===== src/sv/tpp_pkg.sv =====
// Types, constants and helper functions of the terminal padding parser.
package tpp_pkg;

    localparam int MAX_SEQ    = 16;
    localparam int DELAY_BITS = 24;
    localparam int COUNT_W    = 24;
    localparam int LINES_W    = 12;
    localparam int LEN_W      = $clog2(MAX_SEQ + 1);
    localparam int IDX_W      = $clog2(MAX_SEQ);
    localparam int FT_W       = 11;
    localparam int NUM_W      = DELAY_BITS + 1;
    localparam int DIV_CNT_W  = $clog2(NUM_W);
    localparam int QDEPTH     = 4;
    localparam int QPTR_W     = $clog2(QDEPTH);

    localparam logic [DELAY_BITS-1:0] DELAY_MAX = {DELAY_BITS{1'b1}};
    localparam logic [COUNT_W-1:0]    COUNT_MAX = {COUNT_W{1'b1}};

    localparam logic [1:0] CFG_TERMCAP_MODE = 2'd0;
    localparam logic [1:0] CFG_PAD_PRESENT  = 2'd1;
    localparam logic [1:0] CFG_PAD_CHAR     = 2'd2;
    localparam logic [1:0] CFG_SPEED_CODE   = 2'd3;

    typedef enum logic [1:0] {
        OP_LIT = 2'd0,
        OP_PAD = 2'd1,
        OP_END = 2'd2
    } t_op;

    typedef struct packed {
        t_op                   op;
        logic [7:0]            ch;
        logic [DELAY_BITS-1:0] delay;
        logic                  last;
    } t_cmd;

    typedef struct packed {
        logic       termcap_mode;
        logic       pad_present;
        logic [7:0] pad_char;
        logic [4:0] speed_code;
    } t_cfg;

    function automatic logic [FT_W-1:0] frame_time(input logic [3:0] code);
        logic [FT_W-1:0] m;
        unique case (code)
            4'd0:  m = FT_W'(0);
            4'd1:  m = FT_W'(2000);
            4'd2:  m = FT_W'(1333);
            4'd3:  m = FT_W'(909);
            4'd4:  m = FT_W'(743);
            4'd5:  m = FT_W'(666);
            4'd6:  m = FT_W'(500);
            4'd7:  m = FT_W'(333);
            4'd8:  m = FT_W'(166);
            4'd9:  m = FT_W'(83);
            4'd10: m = FT_W'(55);
            4'd11: m = FT_W'(41);
            4'd12: m = FT_W'(20);
            4'd13: m = FT_W'(10);
            4'd14: m = FT_W'(5);
            default: m = FT_W'(2);
        endcase
        return m;
    endfunction

    function automatic logic [DELAY_BITS-1:0] sat_mul10_add(
        input logic [DELAY_BITS-1:0] d,
        input logic [3:0]            dig
    );
        logic [DELAY_BITS+3:0] p;
        p = ({4'b0, d} << 3) + ({4'b0, d} << 1) + (DELAY_BITS+4)'(dig);
        return (p[DELAY_BITS+3:DELAY_BITS] != 4'd0) ? DELAY_MAX : p[DELAY_BITS-1:0];
    endfunction

    function automatic logic [DELAY_BITS-1:0] sat_add(
        input logic [DELAY_BITS-1:0] d,
        input logic [3:0]            dig
    );
        logic [DELAY_BITS:0] s;
        s = {1'b0, d} + (DELAY_BITS+1)'(dig);
        return s[DELAY_BITS] ? DELAY_MAX : s[DELAY_BITS-1:0];
    endfunction

    function automatic logic [DELAY_BITS-1:0] sat_mul_lines(
        input logic [DELAY_BITS-1:0] d,
        input logic [LINES_W-1:0]    l
    );
        logic [DELAY_BITS+LINES_W-1:0] p;
        p = (DELAY_BITS+LINES_W)'(d) * (DELAY_BITS+LINES_W)'(l);
        return (p[DELAY_BITS+LINES_W-1:DELAY_BITS] != '0) ? DELAY_MAX
                                                         : p[DELAY_BITS-1:0];
    endfunction

    function automatic logic [COUNT_W-1:0] sat_count(input logic [NUM_W-1:0] q);
        logic [NUM_W+COUNT_W-1:0] w;
        w = (NUM_W+COUNT_W)'(q);
        return ((w >> COUNT_W) != '0) ? COUNT_MAX : w[COUNT_W-1:0];
    endfunction

endpackage


===== src/sv/tpp_in_if.sv =====
// Input channel: one control-string byte per word.
interface tpp_in_if;
    logic                          valid;
    logic                          ready;
    logic [7:0]                    in_char;
    logic                          end_of_string;
    logic [tpp_pkg::LINES_W-1:0]   affected_lines;

    modport source (output valid, output in_char, output end_of_string,
                    output affected_lines, input ready);
    modport sink   (input valid, input in_char, input end_of_string,
                    input affected_lines, output ready);
endinterface


===== src/sv/tpp_out_if.sv =====
// Output channel: one literal byte or pad run per word.
interface tpp_out_if;
    logic                          valid;
    logic                          ready;
    logic                          kind;
    logic [7:0]                    out_char;
    logic [tpp_pkg::COUNT_W-1:0]   pad_count;
    logic                          last_of_run;

    modport source (output valid, output kind, output out_char, output pad_count,
                    output last_of_run, input ready);
    modport sink   (input valid, input kind, input out_char, input pad_count,
                    input last_of_run, output ready);
endinterface


===== src/sv/tpp_front.sv =====
// Front end: parses control-string bytes and issues literal, pad and end commands.
module tpp_front (
    input  logic            i_clk,
    input  logic            i_rst_n,
    tpp_in_if.sink          i_in,
    input  tpp_pkg::t_cfg   i_cfg,
    output tpp_pkg::t_cmd   o_cmd,
    output logic            o_cmd_valid,
    input  logic            i_cmd_ready
);
    import tpp_pkg::*;

    localparam logic [7:0] CH_DOLLAR = 8'h24;
    localparam logic [7:0] CH_LT     = 8'h3C;
    localparam logic [7:0] CH_GT     = 8'h3E;
    localparam logic [7:0] CH_STAR   = 8'h2A;
    localparam logic [7:0] CH_DOT    = 8'h2E;
    localparam logic [7:0] CH_ZERO   = 8'h30;
    localparam logic [7:0] CH_NINE   = 8'h39;

    typedef enum logic [5:0] {
        F_IDLE   = 6'b000001,
        F_PARSE  = 6'b000010,
        F_MUL    = 6'b000100,
        F_REPLAY = 6'b001000,
        F_FIN    = 6'b010000,
        F_END    = 6'b100000
    } t_fstate;

    typedef enum logic [10:0] {
        PH_START  = 11'b00000000001,
        TI_IDLE   = 11'b00000000010,
        TI_DOLLAR = 11'b00000000100,
        TI_INT    = 11'b00000001000,
        TI_FRAC1  = 11'b00000010000,
        TI_FRAC2  = 11'b00000100000,
        TI_STAR   = 11'b00001000000,
        TC_INT    = 11'b00010000000,
        TC_FRAC1  = 11'b00100000000,
        TC_FRAC2  = 11'b01000000000,
        TC_BODY   = 11'b10000000000
    } t_phase;

    t_fstate               r_st, n_st;
    t_phase                r_phase, n_phase;
    logic [LEN_W-1:0]      r_len, n_len;
    logic [DELAY_BITS-1:0] r_delay, n_delay;
    logic [7:0]            r_ch, n_ch;
    logic                  r_end, n_end;
    logic [LINES_W-1:0]    r_lines, n_lines;
    logic [IDX_W-1:0]      r_idx, n_idx;
    logic                  r_rescan, n_rescan;
    logic [7:0]            r_buf [MAX_SEQ];

    // parse-step results
    t_phase                p_ph, p_phase;
    logic [DELAY_BITS-1:0] p_d, p_delay, p_pad_d, p_d10, p_d10d, p_dadd;
    logic [LEN_W-1:0]      p_len;
    logic                  p_app, p_lit, p_pad, p_rep, p_mul, p_isdig, p_tc;
    logic [3:0]            p_dig;
    logic [LEN_W-1:0]      p_len_inc;
    logic                  wr_en;
    logic [IDX_W-1:0]      wr_idx;
    logic                  ph_is_tc;
    logic [LEN_W-1:0]      idx_inc;

    assign i_in.ready = (r_st == F_IDLE);
    assign ph_is_tc   = (r_phase == TC_INT) || (r_phase == TC_FRAC1) ||
                        (r_phase == TC_FRAC2) || (r_phase == TC_BODY);
    assign idx_inc    = LEN_W'(r_idx) + LEN_W'(1);

    always_comb begin
        p_ph    = (r_phase == PH_START) ? (i_cfg.termcap_mode ? TC_INT : TI_IDLE) : r_phase;
        p_d     = (r_phase == PH_START) ? '0 : r_delay;
        p_len   = (r_phase == PH_START) ? '0 : r_len;
        p_isdig = (r_ch >= CH_ZERO) && (r_ch <= CH_NINE);
        p_dig   = 4'(r_ch - CH_ZERO);
        p_d10   = sat_mul10_add(p_d, 4'd0);
        p_d10d  = sat_mul10_add(p_d, p_dig);
        p_dadd  = sat_add(p_d, p_dig);
        p_tc    = (p_ph == TC_INT) || (p_ph == TC_FRAC1) ||
                  (p_ph == TC_FRAC2) || (p_ph == TC_BODY);
        p_phase = p_ph;
        p_delay = p_d;
        p_pad_d = p_d;
        p_app   = 1'b0;
        p_lit   = 1'b0;
        p_pad   = 1'b0;
        p_rep   = 1'b0;
        p_mul   = 1'b0;
        if (p_ph == TI_IDLE) begin
            if (r_ch == CH_DOLLAR) begin
                p_app   = 1'b1;
                p_phase = TI_DOLLAR;
            end else begin
                p_lit = 1'b1;
            end
        end else if (p_ph == TI_DOLLAR) begin
            if (r_ch == CH_LT) begin
                p_delay = '0;
                p_app   = 1'b1;
                p_phase = TI_INT;
            end else begin
                p_rep = 1'b1;
            end
        end else if (!p_tc) begin
            if (r_ch == CH_GT) begin
                p_pad   = 1'b1;
                p_pad_d = (p_ph == TI_INT) ? p_d10 : p_d;
                p_delay = '0;
                p_phase = TI_IDLE;
            end else if (p_ph != TI_STAR && r_ch == CH_STAR) begin
                p_delay = (p_ph == TI_INT) ? p_d10 : p_d;
                p_phase = TI_STAR;
                p_app   = 1'b1;
                p_mul   = 1'b1;
            end else if (p_ph == TI_INT && p_isdig) begin
                p_delay = p_d10d;
                p_app   = 1'b1;
            end else if (p_ph == TI_INT && r_ch == CH_DOT) begin
                p_delay = p_d10;
                p_phase = TI_FRAC1;
                p_app   = 1'b1;
            end else if (p_ph == TI_FRAC1 && p_isdig) begin
                p_delay = p_dadd;
                p_phase = TI_FRAC2;
                p_app   = 1'b1;
            end else if (p_ph == TI_FRAC2 && p_isdig) begin
                p_app = 1'b1;
            end else begin
                p_rep = 1'b1;
            end
        end else begin
            if (p_ph == TC_BODY) begin
                p_lit = 1'b1;
            end else if (p_ph == TC_INT && p_isdig) begin
                p_delay = p_d10d;
            end else if (p_ph == TC_INT && r_ch == CH_DOT) begin
                p_delay = p_d10;
                p_phase = TC_FRAC1;
            end else if (p_ph == TC_FRAC1 && p_isdig) begin
                p_delay = p_dadd;
                p_phase = TC_FRAC2;
            end else if (p_ph == TC_FRAC2 && p_isdig) begin
                p_delay = p_d;
            end else begin
                p_phase = TC_BODY;
                p_delay = (p_ph == TC_INT) ? p_d10 : p_d;
                if (r_ch == CH_STAR) begin
                    p_mul = 1'b1;
                end else begin
                    p_lit = 1'b1;
                end
            end
        end
        p_len_inc = p_len + LEN_W'(1);
    end

    always_comb begin
        n_st        = r_st;
        n_phase     = r_phase;
        n_len       = r_len;
        n_delay     = r_delay;
        n_ch        = r_ch;
        n_end       = r_end;
        n_lines     = r_lines;
        n_idx       = r_idx;
        n_rescan    = r_rescan;
        wr_en       = 1'b0;
        wr_idx      = p_len[IDX_W-1:0];
        o_cmd_valid = 1'b0;
        o_cmd       = '{op: OP_END, ch: r_ch, delay: r_delay, last: 1'b1};
        unique case (r_st)
            F_IDLE: begin
                if (i_in.valid) begin
                    n_ch    = i_in.in_char;
                    n_end   = i_in.end_of_string;
                    n_lines = i_in.affected_lines;
                    n_st    = F_PARSE;
                end
            end
            F_PARSE: begin
                if (p_lit || p_pad) begin
                    o_cmd_valid = 1'b1;
                    o_cmd = '{op: p_lit ? OP_LIT : OP_PAD, ch: r_ch, delay: p_pad_d,
                              last: !r_end};
                end
                // hold the whole step until the queue takes its word
                if (!((p_lit || p_pad) && !i_cmd_ready)) begin
                    n_phase = p_phase;
                    n_delay = p_delay;
                    n_len   = p_pad ? '0 : p_len;
                    if (p_app) begin
                        wr_en = 1'b1;
                        n_len = p_len_inc;
                    end
                    if (p_rep) begin
                        n_st     = F_REPLAY;
                        n_idx    = '0;
                        n_rescan = 1'b1;
                    end else if (p_mul) begin
                        n_st = F_MUL;
                    end else if (p_app && p_len_inc == LEN_W'(MAX_SEQ)) begin
                        n_st     = F_REPLAY;
                        n_idx    = '0;
                        n_rescan = 1'b0;
                    end else begin
                        n_st = r_end ? F_FIN : F_IDLE;
                    end
                end
            end
            F_MUL: begin
                n_delay = sat_mul_lines(r_delay, r_lines);
                if (r_len == LEN_W'(MAX_SEQ)) begin
                    n_st     = F_REPLAY;
                    n_idx    = '0;
                    n_rescan = 1'b0;
                end else begin
                    n_st = r_end ? F_FIN : F_IDLE;
                end
            end
            F_REPLAY: begin
                o_cmd_valid = 1'b1;
                // the final replayed word closes the step unless more follows
                o_cmd = '{op: OP_LIT, ch: r_buf[r_idx], delay: r_delay,
                          last: (idx_inc >= r_len) && !r_rescan && !r_end};
                if (i_cmd_ready) begin
                    if (idx_inc >= r_len) begin
                        n_len   = '0;
                        n_phase = TI_IDLE;
                        n_st    = r_rescan ? F_PARSE : (r_end ? F_FIN : F_IDLE);
                    end else begin
                        n_idx = r_idx + IDX_W'(1);
                    end
                end
            end
            F_FIN: begin
                if (ph_is_tc) begin
                    o_cmd_valid = 1'b1;
                    o_cmd = '{op: OP_PAD, ch: r_ch,
                              delay: (r_phase == TC_INT) ? sat_mul10_add(r_delay, 4'd0)
                                                         : r_delay,
                              last: 1'b1};
                    if (i_cmd_ready) begin
                        n_phase = PH_START;
                        n_len   = '0;
                        n_delay = '0;
                        n_st    = F_IDLE;
                    end
                end else if (r_phase != TI_IDLE) begin
                    n_st     = F_REPLAY;
                    n_idx    = '0;
                    n_rescan = 1'b0;
                end else begin
                    n_phase = PH_START;
                    n_len   = '0;
                    n_delay = '0;
                    n_st    = F_END;
                end
            end
            F_END: begin
                o_cmd_valid = 1'b1;
                if (i_cmd_ready) begin
                    n_st = F_IDLE;
                end
            end
            default: n_st = F_IDLE;
        endcase
    end

    always_ff @(posedge i_clk) begin
        if (!i_rst_n) begin
            r_st     <= F_IDLE;
            r_phase  <= PH_START;
            r_len    <= '0;
            r_delay  <= '0;
            r_idx    <= '0;
            r_rescan <= 1'b0;
            r_end    <= 1'b0;
        end else begin
            r_st     <= n_st;
            r_phase  <= n_phase;
            r_len    <= n_len;
            r_delay  <= n_delay;
            r_idx    <= n_idx;
            r_rescan <= n_rescan;
            r_end    <= n_end;
        end
    end

    always_ff @(posedge i_clk) begin
        r_ch    <= n_ch;
        r_lines <= n_lines;
        if (wr_en) begin
            r_buf[wr_idx] <= r_ch;
        end
    end

endmodule


===== src/sv/tpp_queue.sv =====
// Command queue between the front end and the back end.
module tpp_queue (
    input  logic            i_clk,
    input  logic            i_rst_n,
    input  tpp_pkg::t_cmd   i_cmd,
    input  logic            i_valid,
    output logic            o_ready,
    output tpp_pkg::t_cmd   o_cmd,
    output logic            o_valid,
    input  logic            i_ready
);
    import tpp_pkg::*;

    t_cmd              r_mem [QDEPTH];
    logic [QPTR_W-1:0] r_wp, r_rp;
    logic [QPTR_W:0]   r_cnt;
    logic              push, pop;

    assign o_ready = (r_cnt != (QPTR_W+1)'(QDEPTH));
    assign o_valid = (r_cnt != '0);
    assign o_cmd   = r_mem[r_rp];
    assign push    = i_valid && o_ready;
    assign pop     = o_valid && i_ready;

    always_ff @(posedge i_clk) begin
        if (!i_rst_n) begin
            r_wp  <= '0;
            r_rp  <= '0;
            r_cnt <= '0;
        end else begin
            if (push) begin
                r_wp <= r_wp + QPTR_W'(1);
            end
            if (pop) begin
                r_rp <= r_rp + QPTR_W'(1);
            end
            r_cnt <= r_cnt + (QPTR_W+1)'(push) - (QPTR_W+1)'(pop);
        end
    end

    always_ff @(posedge i_clk) begin
        if (push) begin
            r_mem[r_wp] <= i_cmd;
        end
    end

endmodule


===== src/sv/tpp_back.sv =====
// Back end: turns commands into result words, divides delays into pad counts.
module tpp_back (
    input  logic            i_clk,
    input  logic            i_rst_n,
    input  tpp_pkg::t_cmd   i_cmd,
    input  logic            i_cmd_valid,
    output logic            o_cmd_ready,
    input  tpp_pkg::t_cfg   i_cfg,
    tpp_out_if.source       o_out
);
    import tpp_pkg::*;

    typedef enum logic [2:0] {
        B_IDLE  = 3'b001,
        B_DIV   = 3'b010,
        B_MERGE = 3'b100
    } t_bstate;

    typedef struct packed {
        logic               kind;
        logic [7:0]         ch;
        logic [COUNT_W-1:0] cnt;
    } t_res;

    t_bstate              r_st;
    logic                 r_e, r_has, r_pv, r_ov, r_olast;
    t_res                 r_new, r_pend, r_out;
    logic [NUM_W-1:0]     r_num, r_quo;
    logic [FT_W-1:0]      r_rem, r_m;
    logic [DIV_CNT_W-1:0] r_bit;

    logic                 pad_en, ofree, qb, ov_set;
    logic [FT_W:0]        trial;
    logic [FT_W-1:0]      m_sel;
    logic [NUM_W-1:0]     q_fin;

    assign o_cmd_ready      = (r_st == B_IDLE);
    assign o_out.valid      = r_ov;
    assign o_out.kind       = r_out.kind;
    assign o_out.out_char   = r_out.ch;
    assign o_out.pad_count  = r_out.cnt;
    assign o_out.last_of_run = r_olast;

    assign m_sel  = frame_time(i_cfg.speed_code[3:0]);
    assign pad_en = i_cfg.pad_present && (i_cmd.delay != '0) &&
                    (i_cfg.speed_code != 5'd0) && !i_cfg.speed_code[4];
    assign ofree  = !r_ov || o_out.ready;
    assign trial  = {r_rem, r_num[NUM_W-1]};
    assign qb     = (trial >= {1'b0, r_m});
    assign q_fin  = {r_quo[NUM_W-2:0], qb};
    // a word is loaded into the output register this cycle
    assign ov_set = (r_st == B_MERGE) && ofree &&
                    ((r_has && (r_pv || r_e)) || (!r_has && r_e && r_pv));

    always_ff @(posedge i_clk) begin
        if (!i_rst_n) begin
            r_st  <= B_IDLE;
            r_has <= 1'b0;
            r_pv  <= 1'b0;
            r_ov  <= 1'b0;
            r_e   <= 1'b0;
        end else begin
            r_ov <= ov_set || (r_ov && !o_out.ready);
            unique case (r_st)
                B_IDLE: begin
                    if (i_cmd_valid) begin
                        r_e <= i_cmd.last;
                        unique case (i_cmd.op)
                            OP_LIT: begin
                                r_has <= 1'b1;
                                r_st  <= B_MERGE;
                            end
                            OP_PAD: begin
                                r_has <= 1'b0;
                                r_st  <= pad_en ? B_DIV : B_MERGE;
                            end
                            default: begin
                                r_has <= 1'b0;
                                r_st  <= B_MERGE;
                            end
                        endcase
                    end
                end
                B_DIV: begin
                    if (r_bit == DIV_CNT_W'(NUM_W - 1)) begin
                        r_has <= (q_fin != '0);
                        r_st  <= B_MERGE;
                    end
                end
                B_MERGE: begin
                    if (r_has) begin
                        if (r_pv) begin
                            // release the held word, keep the new one for the step end
                            if (ofree) begin
                                r_has <= 1'b0;
                                if (!r_e) begin
                                    r_st <= B_IDLE;
                                end
                            end
                        end else if (r_e) begin
                            if (ofree) begin
                                r_has <= 1'b0;
                                r_st  <= B_IDLE;
                            end
                        end else begin
                            r_pv  <= 1'b1;
                            r_has <= 1'b0;
                            r_st  <= B_IDLE;
                        end
                    end else if (r_e && r_pv) begin
                        if (ofree) begin
                            r_pv <= 1'b0;
                            r_st <= B_IDLE;
                        end
                    end else begin
                        r_st <= B_IDLE;
                    end
                end
                default: r_st <= B_IDLE;
            endcase
        end
    end

    always_ff @(posedge i_clk) begin
        unique case (r_st)
            B_IDLE: begin
                r_new <= '{kind: 1'b0, ch: i_cmd.ch, cnt: COUNT_W'(1)};
                r_num <= NUM_W'(i_cmd.delay) + NUM_W'(m_sel >> 1);
                r_m   <= m_sel;
                r_rem <= '0;
                r_quo <= '0;
                r_bit <= '0;
            end
            B_DIV: begin
                r_rem <= qb ? FT_W'(trial - {1'b0, r_m}) : trial[FT_W-1:0];
                r_num <= r_num << 1;
                r_quo <= q_fin;
                r_bit <= r_bit + DIV_CNT_W'(1);
                r_new <= '{kind: 1'b1, ch: i_cfg.pad_char, cnt: sat_count(q_fin)};
            end
            B_MERGE: begin
                if (r_has && r_pv && ofree) begin
                    r_out   <= r_pend;
                    r_olast <= 1'b0;
                    r_pend  <= r_new;
                end else if (r_has && !r_pv && r_e && ofree) begin
                    r_out   <= r_new;
                    r_olast <= 1'b1;
                end else if (r_has && !r_pv && !r_e) begin
                    r_pend <= r_new;
                end else if (!r_has && r_e && r_pv && ofree) begin
                    r_out   <= r_pend;
                    r_olast <= 1'b1;
                end
            end
            default: r_bit <= '0;
        endcase
    end

endmodule


===== src/sv/terminal_padding_parser_top.sv =====
// The front end captures and parses a byte, queues a command, and the
// back end loads it into its output register; an enabled pad run passes
// the bit-serial divider too. No new byte is taken before the last is parsed;
// a replay issues one buffered byte per cycle while the queue accepts.
// Reset: synchronous, active low; clears parser, queue, back end and
// configuration registers. The sequence buffer is not cleared.
module terminal_padding_parser_top (
    input  logic       i_clk,
    input  logic       i_rst_n,
    tpp_in_if.sink     i_in,
    tpp_out_if.source  o_out,
    input  logic       i_cfg_we,
    input  logic [1:0] i_cfg_idx,
    input  logic [7:0] i_cfg_data
);
    import tpp_pkg::*;

    t_cfg r_cfg;
    t_cmd f_cmd, q_cmd;
    logic f_valid, f_ready, q_valid, q_ready;

    always_ff @(posedge i_clk) begin
        if (!i_rst_n) begin
            r_cfg <= '0;
        end else if (i_cfg_we) begin
            unique case (i_cfg_idx)
                CFG_TERMCAP_MODE: r_cfg.termcap_mode <= i_cfg_data[0];
                CFG_PAD_PRESENT:  r_cfg.pad_present  <= i_cfg_data[0];
                CFG_PAD_CHAR:     r_cfg.pad_char     <= i_cfg_data;
                CFG_SPEED_CODE:   r_cfg.speed_code   <= i_cfg_data[4:0];
                default:          r_cfg              <= r_cfg;
            endcase
        end
    end

    tpp_front u_front (
        .i_clk       (i_clk),
        .i_rst_n     (i_rst_n),
        .i_in        (i_in),
        .i_cfg       (r_cfg),
        .o_cmd       (f_cmd),
        .o_cmd_valid (f_valid),
        .i_cmd_ready (f_ready)
    );

    tpp_queue u_queue (
        .i_clk   (i_clk),
        .i_rst_n (i_rst_n),
        .i_cmd   (f_cmd),
        .i_valid (f_valid),
        .o_ready (f_ready),
        .o_cmd   (q_cmd),
        .o_valid (q_valid),
        .i_ready (q_ready)
    );

    tpp_back u_back (
        .i_clk       (i_clk),
        .i_rst_n     (i_rst_n),
        .i_cmd       (q_cmd),
        .i_cmd_valid (q_valid),
        .o_cmd_ready (q_ready),
        .i_cfg       (r_cfg),
        .o_out       (o_out)
    );

endmodule


===== src/flat_wrapper.sv =====
// flat-port wrapper written by rule: the top's interface ports become plain ports
module terminal_padding_parser_top_flat import tpp_pkg::*;
  (i_clk, i_rst_n, i_cfg_we, i_cfg_idx, i_cfg_data, i_in_valid, i_in_in_char, i_in_end_of_string, i_in_affected_lines, i_in_ready, o_out_valid, o_out_kind, o_out_out_char, o_out_pad_count, o_out_last_of_run, o_out_ready);
  tpp_in_if i_in_i ();
  tpp_out_if o_out_i ();
  input  logic i_clk;
  input  logic i_rst_n;
  input  logic i_cfg_we;
  input  logic [1:0] i_cfg_idx;
  input  logic [7:0] i_cfg_data;
  input wire logic [$bits(i_in_i.valid)-1:0] i_in_valid;
  input wire logic [$bits(i_in_i.in_char)-1:0] i_in_in_char;
  input wire logic [$bits(i_in_i.end_of_string)-1:0] i_in_end_of_string;
  input wire logic [$bits(i_in_i.affected_lines)-1:0] i_in_affected_lines;
  output wire logic [$bits(i_in_i.ready)-1:0] i_in_ready;
  output wire logic [$bits(o_out_i.valid)-1:0] o_out_valid;
  output wire logic [$bits(o_out_i.kind)-1:0] o_out_kind;
  output wire logic [$bits(o_out_i.out_char)-1:0] o_out_out_char;
  output wire logic [$bits(o_out_i.pad_count)-1:0] o_out_pad_count;
  output wire logic [$bits(o_out_i.last_of_run)-1:0] o_out_last_of_run;
  input wire logic [$bits(o_out_i.ready)-1:0] o_out_ready;
  assign i_in_i.valid = i_in_valid;
  assign i_in_i.in_char = i_in_in_char;
  assign i_in_i.end_of_string = i_in_end_of_string;
  assign i_in_i.affected_lines = i_in_affected_lines;
  assign i_in_ready = i_in_i.ready;
  assign o_out_valid = o_out_i.valid;
  assign o_out_kind = o_out_i.kind;
  assign o_out_out_char = o_out_i.out_char;
  assign o_out_pad_count = o_out_i.pad_count;
  assign o_out_last_of_run = o_out_i.last_of_run;
  assign o_out_i.ready = o_out_ready;
  terminal_padding_parser_top u_core (.i_clk(i_clk), .i_rst_n(i_rst_n), .i_in(i_in_i), .o_out(o_out_i), .i_cfg_we(i_cfg_we), .i_cfg_idx(i_cfg_idx), .i_cfg_data(i_cfg_data));
endmodule

===== config.mk =====
export PLATFORM = sky130hd
export DESIGN_NAME = terminal_padding_parser_top_flat
export DESIGN_NICKNAME = d
export VERILOG_FILES = /design/src/sv/tpp_pkg.sv /design/src/sv/tpp_in_if.sv /design/src/sv/tpp_out_if.sv /design/src/sv/tpp_front.sv /design/src/sv/tpp_queue.sv /design/src/sv/tpp_back.sv /design/src/sv/terminal_padding_parser_top.sv /design/src/flat_wrapper.sv
export SDC_FILE = /design/constraint.sdc
export NUM_CORES = 2
export LEC_CHECK = 0
export ABC_AREA = 1
export CORE_MARGIN = 1.5
export CORE_UTILIZATION = 49
export CTS_CLUSTER_SIZE = 16
export DETAILED_ROUTE_END_ITERATION = 7
export DONT_BUFFER_PORTS = 1
export GPL_ROUTABILITY_DRIVEN = 0
export PLACE_DENSITY = 0.66
export RECOVER_POWER = 100
export SETUP_SLACK_MARGIN = 0.15
export SYNTH_ARGS = -nofsm -noshare
export SYNTH_HDL_FRONTEND = slang
export SYNTH_SLANG_ARGS = --single-unit

===== constraint.sdc =====
create_clock -name i_clk -period 6.18 [get_ports i_clk]
set_input_delay 0.618 -clock i_clk [delete_from_list [all_inputs] [get_ports i_clk]]
set_output_delay 0.618 -clock i_clk [all_outputs]
set_load 0.03 [all_outputs]

After elaboration in Yosys (flattened, before gate mapping)
Memory sizes are Yosys's and may differ from the RTL's. A register that Yosys moved wholly into a read port is not among the register bits.
Cells that the tools add are included.
Widths: inputs -> output; s select.
{"block": "word_totals", "ramBits": 268, "in_bits": 36, "output_inout_bits": 36, "regBits": 277, "romBits": 176, "wordCells": 410, "memories": 3}
{"name": "(name not given)", "words": 16, "width": 11, "read_ports": 1, "rd_ports_with_merged_regs": 1, "wr": 0, "line": "tpp_pkg.sv:46", "rtl": "unique case (code)"}
{"name": "u_core.u_queue.r_mem", "words": 4, "width": 35, "read_ports": 1, "rd_ports_with_merged_regs": 1, "wr": 1, "line": "tpp_queue.sv:14", "rtl": "t_cmd r_mem [QDEPTH];"}
{"name": "u_core.u_front.r_buf", "words": 16, "width": 8, "read_ports": 1, "rd_ports_with_merged_regs": 1, "wr": 1, "line": "tpp_front.sv:53", "rtl": "logic [7:0] r_buf [MAX_SEQ];"}
{"block": "op_classes", "addsub": 15, "muxes": 206, "n_reduce_logical": 89, "n_mul": 1, "eq_ne": 56, "n_lt_le_gt_ge": 4}
{"op": "$mux 24", "count": 32}
{"op": "$mux 11", "count": 23}
{"op": "$mux 33", "count": 7}
{"op": "$pmux 35 s3", "count": 1}
{"op": "$mux 1", "count": 78}
{"op": "$mux 5", "count": 15}
{"op": "$pmux 24 s3", "count": 1}
{"op": "$mux 35", "count": 2}
{"op": "$pmux 33 s2", "count": 1}
{"op": "$add 27x25->28", "count": 2}
{"op": "$mux 4", "count": 13}
{"op": "$pmux 25 s2", "count": 1}
{"op": "$pmux 24 s2", "count": 1}
{"op": "$mux 6", "count": 7}
{"op": "$eq 8x6->1 const B", "count": 5}
{"op": "$mul 24x12->36", "count": 1}
{"op": "$pmux 6 s6", "count": 1}
{"op": "$logic_and 1x1->1", "count": 33}
{"op": "$mux 3", "count": 11}
{"op": "$pmux 11 s3", "count": 1}
{"op": "$add 28x4->28", "count": 1}
{"op": "$add 24x10->25", "count": 1}
{"op": "$add 24x4->25", "count": 1}
{"op": "$reduce_bool 25->1", "count": 1}
{"op": "63 further kinds", "count": 131}

Depth between registers and ports, before layout
{"block": "logic_depth", "word_depth": 21, "ltp_mapped": 39, "mapped_depth_nobuf": 37}

By module
A second synthesis with hierarchy kept.
{"block": "unflattened", "hier_cells": 5367, "area_unflattened_um2": 42657.2}
{"mod": "tpp_front", "cells_per_inst": 3926, "area_per_inst_um2": 27029.7, "seq_area_each_um2": 5565.3, "instances": 1}
{"mod": "tpp_back", "cells_per_inst": 940, "area_per_inst_um2": 9321.4, "seq_area_each_um2": 5425.2, "instances": 1}
{"mod": "tpp_queue", "cells_per_inst": 403, "area_per_inst_um2": 5654.2, "seq_area_each_um2": 4384.2, "instances": 1}
{"mod": "terminal_padding_parser_top", "cells_per_inst": 98, "area_per_inst_um2": 651.9, "seq_area_each_um2": 300.3, "instances": 1}

Worst setup path after synthesis
Ideal clock, no wire load.
{"block": "synth_path", "path_kind": "register -> register", "start": "register u_core.u_front.r_delay[14]", "end": "register u_core.u_front.r_delay[0]", "path_stages_with_launch": 26, "path_slack_ps": 40, "t_arrival_ps": 6021, "period_less_slack_ps": 6140, "setup_ps": 119, "n_path_buf": 3, "required_ps": 6061, "path_cell_list": "dfxtp_1 clkbuf_1 clkbuf_1 nand2_1 fa_1 inv_1 fa_1 fa_1 fa_1 inv_1 fa_1 inv_1 ha_1 nand2_1 nor4_1 nand3_1 nand3_1 nand3_1 nand2_1 xor2_1 or2_2 nor4_2 clkbuf_1 nand3_1 a21oi_1 a21oi_1"}
{"block": "synth_via", "elab_chain_len": 15, "elab_cells_between_ends": 29, "classes_between": "add/sub (3); mul (1); mux (22); reduce/logical (3)"}
{"item": "start, declared", "line": "tpp_front.sv:47", "rtl": "logic [DELAY_BITS-1:0] r_delay, n_delay;"}
{"item": "start signal, assigned", "line": "tpp_front.sv:284", "rtl": "r_delay <= n_delay;"}
{"item": "branches (longest 14 deep; another with $add 27x25->28)"}
{"item": "$pmux 24 s3 (*)", "line": "tpp_front.sv:173", "rtl": "unique case (r_st)"}
Every way passes the cells marked *. The select of a mux whose other input is x is not followed.
A chain may end at the register's enable or synchronous reset.

Final worst setup path
{"block": "layout_path", "start": "register u_core.u_front.r_lines[3]", "end": "register u_core.u_front.r_delay[3]"}
{"block": "layout_via", "elab_chain_len": 4}
{"item": "start, declared", "line": "tpp_front.sv:50", "rtl": "logic [LINES_W-1:0] r_lines, n_lines;"}
{"item": "start signal, assigned", "line": "tpp_front.sv:293", "rtl": "r_lines <= n_lines;"}
{"item": "$mul 24x12->36 (*)", "line": "tpp_pkg.sv:90", "rtl": "p = (DELAY_BITS+LINES_W)'(d) * (DELAY_BITS+LINES_W)'(l);"}
{"item": "$reduce_bool 12->1", "line": "tpp_pkg.sv:91", "rtl": "return (p[DELAY_BITS+LINES_W-1:DELAY_BITS] != '0) ? DELAY_MAX"}
{"item": "$mux 24 (*)", "line": "tpp_pkg.sv:91"}
{"item": "$pmux 24 s3 (*)", "line": "tpp_front.sv:173"}
Mark *: on every way between the ends. The rest lies on a longest branch, timed or not.

==> flow_summary.json <==
{
  "drt_wl_total_um": 120000,
  "ys_types": 68,
  "post_drt_wl_per_cell_um": 18.6,
  "diodes": 0,
  "report.final.slew_viol_count": 369,
  "coreArea_mm2": 0.0853,
  "finalPower_mw": 18.4,
  "yosys_warnings": 0,
  "numCtsBuffers": 60,
  "clkTransAtPathRegs_ns": 0.08,
  "clk_path_buf_depth": 3,
  "worst_hold_slack_ns": 0.0622,
  "ir_worst_vdd_uv": 301,
  "fmax_mhz": 162,
  "vias": 36000,
  "grt_pass1_wl_um": 185000,
  "antenna_left": 0,
  "fin_crit_sh": 0.997,
  "cts_tree": "built",
  "synth.area.top_cells": "edfxtp_1 (33%), nand2_1 (11%), fa_1 (11%), inv_1 (7.3%), ha_1 (5.1%)",
  "cp-end-kind": "register",
  "cts_sinks": 562,
  "antenna_found_initial": 0,
  "fin_crit_ns": 6.16,
  "critPathKind": "reg -> reg",
  "drtIter0Drc": 3263,
  "skew_ns": 0.0534,
  "gr-total-overflow": 0,
  "grt_setup_unrepaired": "true",
  "grt_max_degree": 82,
  "firstDrtPassIters": 6,
  "final_nets": 5694,
  "status": "finished with violations",
  "dieHeight_um": 297,
  "yosysTopAreaCell": "edfxtp_1",
  "hold_class": "in -> reg",
  "die_area_mm2": 0.0880,
  "ys.flop_type": "edfxtp_1",
  "setup_viol": 0,
  "synth.most_common_cell": "nand2_1",
  "area_growth_pct": 11.1,
  "htree_levels": 2,
  "yosysTopAreaCellShare": 0.330,
  "layout_setup_ws_ns": 0.0195,
  "syn_avg_cell_area_um2": 8.07,
  "hpwl_um": 85900,
  "initial_utilization": 0.495,
  "p_leak_nw": 20.7,
  "synth_commonest_cells": "nand2_1 (1252), inv_1 (820), edfxtp_1 (464)",
  "io_pins": 72,
  "violations": "capacitance limit, slew limit",
  "hold_viol_final": 0,
  "cp_max_fo": 7,
  "clk_latency_ns": 0.65,
  "track_usage": 0.267,
  "syn_nets": 5668,
  "relSlewSlack": -1.41,
  "drv_cap": 9,
  "dieWidth_um": 297,
  "synth_edf_count": 464,
  "cp_data_required_time_ns": 6.67,
  "synth.yosys.seq_area_share": 0.376,
  "placementRows": 107,
  "root_buffer": "clkbuf_16",
  "remaining_drc_errors": 0,
  "worst_slew_pin_slew_ns": 3.62,
  "ys_seq_elements": 562,
  "powerDensity_mw_per_mm2": 391,
  "worstPathArrival_ns": 6.65,
  "grt_pass1_vias": 34300,
  "fin_util": 0.550,
  "syn_inst": 5233,
  "critPathLaunchType": "register",
  "pre_cts_ws_ns": 0.0627,
  "async_reset_ff_frac": 0,
  "netlist_area_mm2": 0.0423,
  "drive_gt1_frac": 0.0851,
  "viasPerCell": 5.58,
  "portBuffers": 0
}
worst paths after layout:
path | from | endpoint | slack [ns] | depth (start not counted)
worst max-delay path | u_core.u_front.r_lines[3]$_DFFE_PP_ | u_core.u_front.r_delay[3]$_SDFFE_PN0P_ | 0.02 | 27
worst min-delay path | i_in_affected_lines[11] | u_core.u_front.r_lines[11]$_DFFE_PP_ | 0.06 | 0
worst min register to register | u_core.u_back.r_new[25]$_DFFE_PP_ | u_core.u_back.r_pend[25]$_DFFE_PP_ | 0.42 | 0
worst max register to register | u_core.u_front.r_lines[3]$_DFFE_PP_ | u_core.u_front.r_delay[3]$_SDFFE_PN0P_ | 0.02 | 27
layout make-up:
| type | count | area, um2 |
|---|---|---|
| Clock buffer | 79 | 1660 |
| Inverter | 854 | 3210 |
| Multi-Input combinational cell | 3601 | 22700 |
| Sequential cell | 562 | 15900 |
| Tap cell | 1144 | 1430 |
| Clock inverter | 35 | 407 |
| Timing Repair Buffer | 180 | 1660 |
| Fill cell | 7845 | 38300 |
logic make-up (layout without fill, tap and decap cells):
logic type      after synthesis  count (layout)  synth area share
simple gates               2111            2112             0.209
buf+inv                    1071            1148            0.0967
compound gates              923             923             0.122
flops                       562             562             0.376
fa+ha+maj                   399             399             0.158
xor+xnor                    106             106            0.0220
mux                          61              61            0.0154
critical path: stages, from the launching register on:
cell and delay (ns):
edfxtp_1 0.45, buf_12 0.18, buf_12 0.14, nand2_1 0.10, fa_2 0.44, fa_1 0.51
inv_1 0.06, fa_1 0.51, fa_1 0.52, inv_1 0.05, fa_1 0.49, inv_1 0.07
ha_4 0.24, a21oi_1 0.21, o21ai_0 0.11, a21oi_1 0.17, nand3_2 0.13, nand3_1 0.11
nand2_2 0.08, a21oi_2 0.21, xor2_1 0.16, nand4_1 0.16, nor4_4 0.24, buf_4 0.21
clkbuf_16 0.15, nand3b_1 0.08, a21oi_1 0.13, a21oi_1 0.08
cells in the final DEF, fill, tap and decap left out, types with 71 or more instances in the layout:
master / netlist / final
xor2_1: 71 / 71
fa_1: 227 / 222
nand3_1: 239 / 234
inv_1: 820 / 816
o21ai_0: 345 / 348
a21oi_1: 336 / 325
dfxtp_1: 98 / 85
edfxtp_1: 464 / 464
ha_1: 172 / 156
buf_4: 7 / 128
nand2_1: 1252 / 1246
nor2_1: 423 / 424
layer usage:
metal  share of wire  up-vias  routed length (um)  track usage
met5               0        -                   0            0
met4           0.052        0                6230        0.120
met3           0.080      353                9580       0.0367
met2            0.46     1531               55700        0.441
met1            0.40    16900               48500        0.349
li1                -    17200                   -            -
what timing repair did:
item                       in CTS  in global routing
resized for setup               8                111
setup endpoints to repair      24                 32
hold buffers                    0                  0
pin swaps                       0                 34
gates cloned                    0                 10
buffers inserted                0                 31
sequential cells by signal, summed over array words and instances (netlist names), 15 cells and up, named ones only:
signal	cells
u_core.r_cfg	15
u_core.u_back.o_out.pad_count	24
u_core.u_back.r_new	33
u_core.u_back.r_num	25
u_core.u_back.r_pend	33
u_core.u_back.r_quo	24
u_core.u_front.r_buf	128
u_core.u_front.r_delay	24
u_core.u_queue.r_mem	140
metrics by stage:
stage	setup TNS, ns	instance area (um2)	cells
2_1_floorplan	0	42300	5233
3_5_place_dp	0	44200	6300
5_1_grt	-9.19	46900	6455
3_3_place_gp	0	44200	6300
6_report	0	46900	6455
4_1_cts	0	46300	6414
where the power goes:
part	switching [mW]	internal (mW)	total, mW	leakage, nW
registers	0.397	4.96	5.36	5.17
logic	6.05	3.23	9.28	14.5
clock network	1.59	2.13	3.72	0.990
total	8.03	10.3	18.4	20.7
Power figures use the tool's default switching activity.
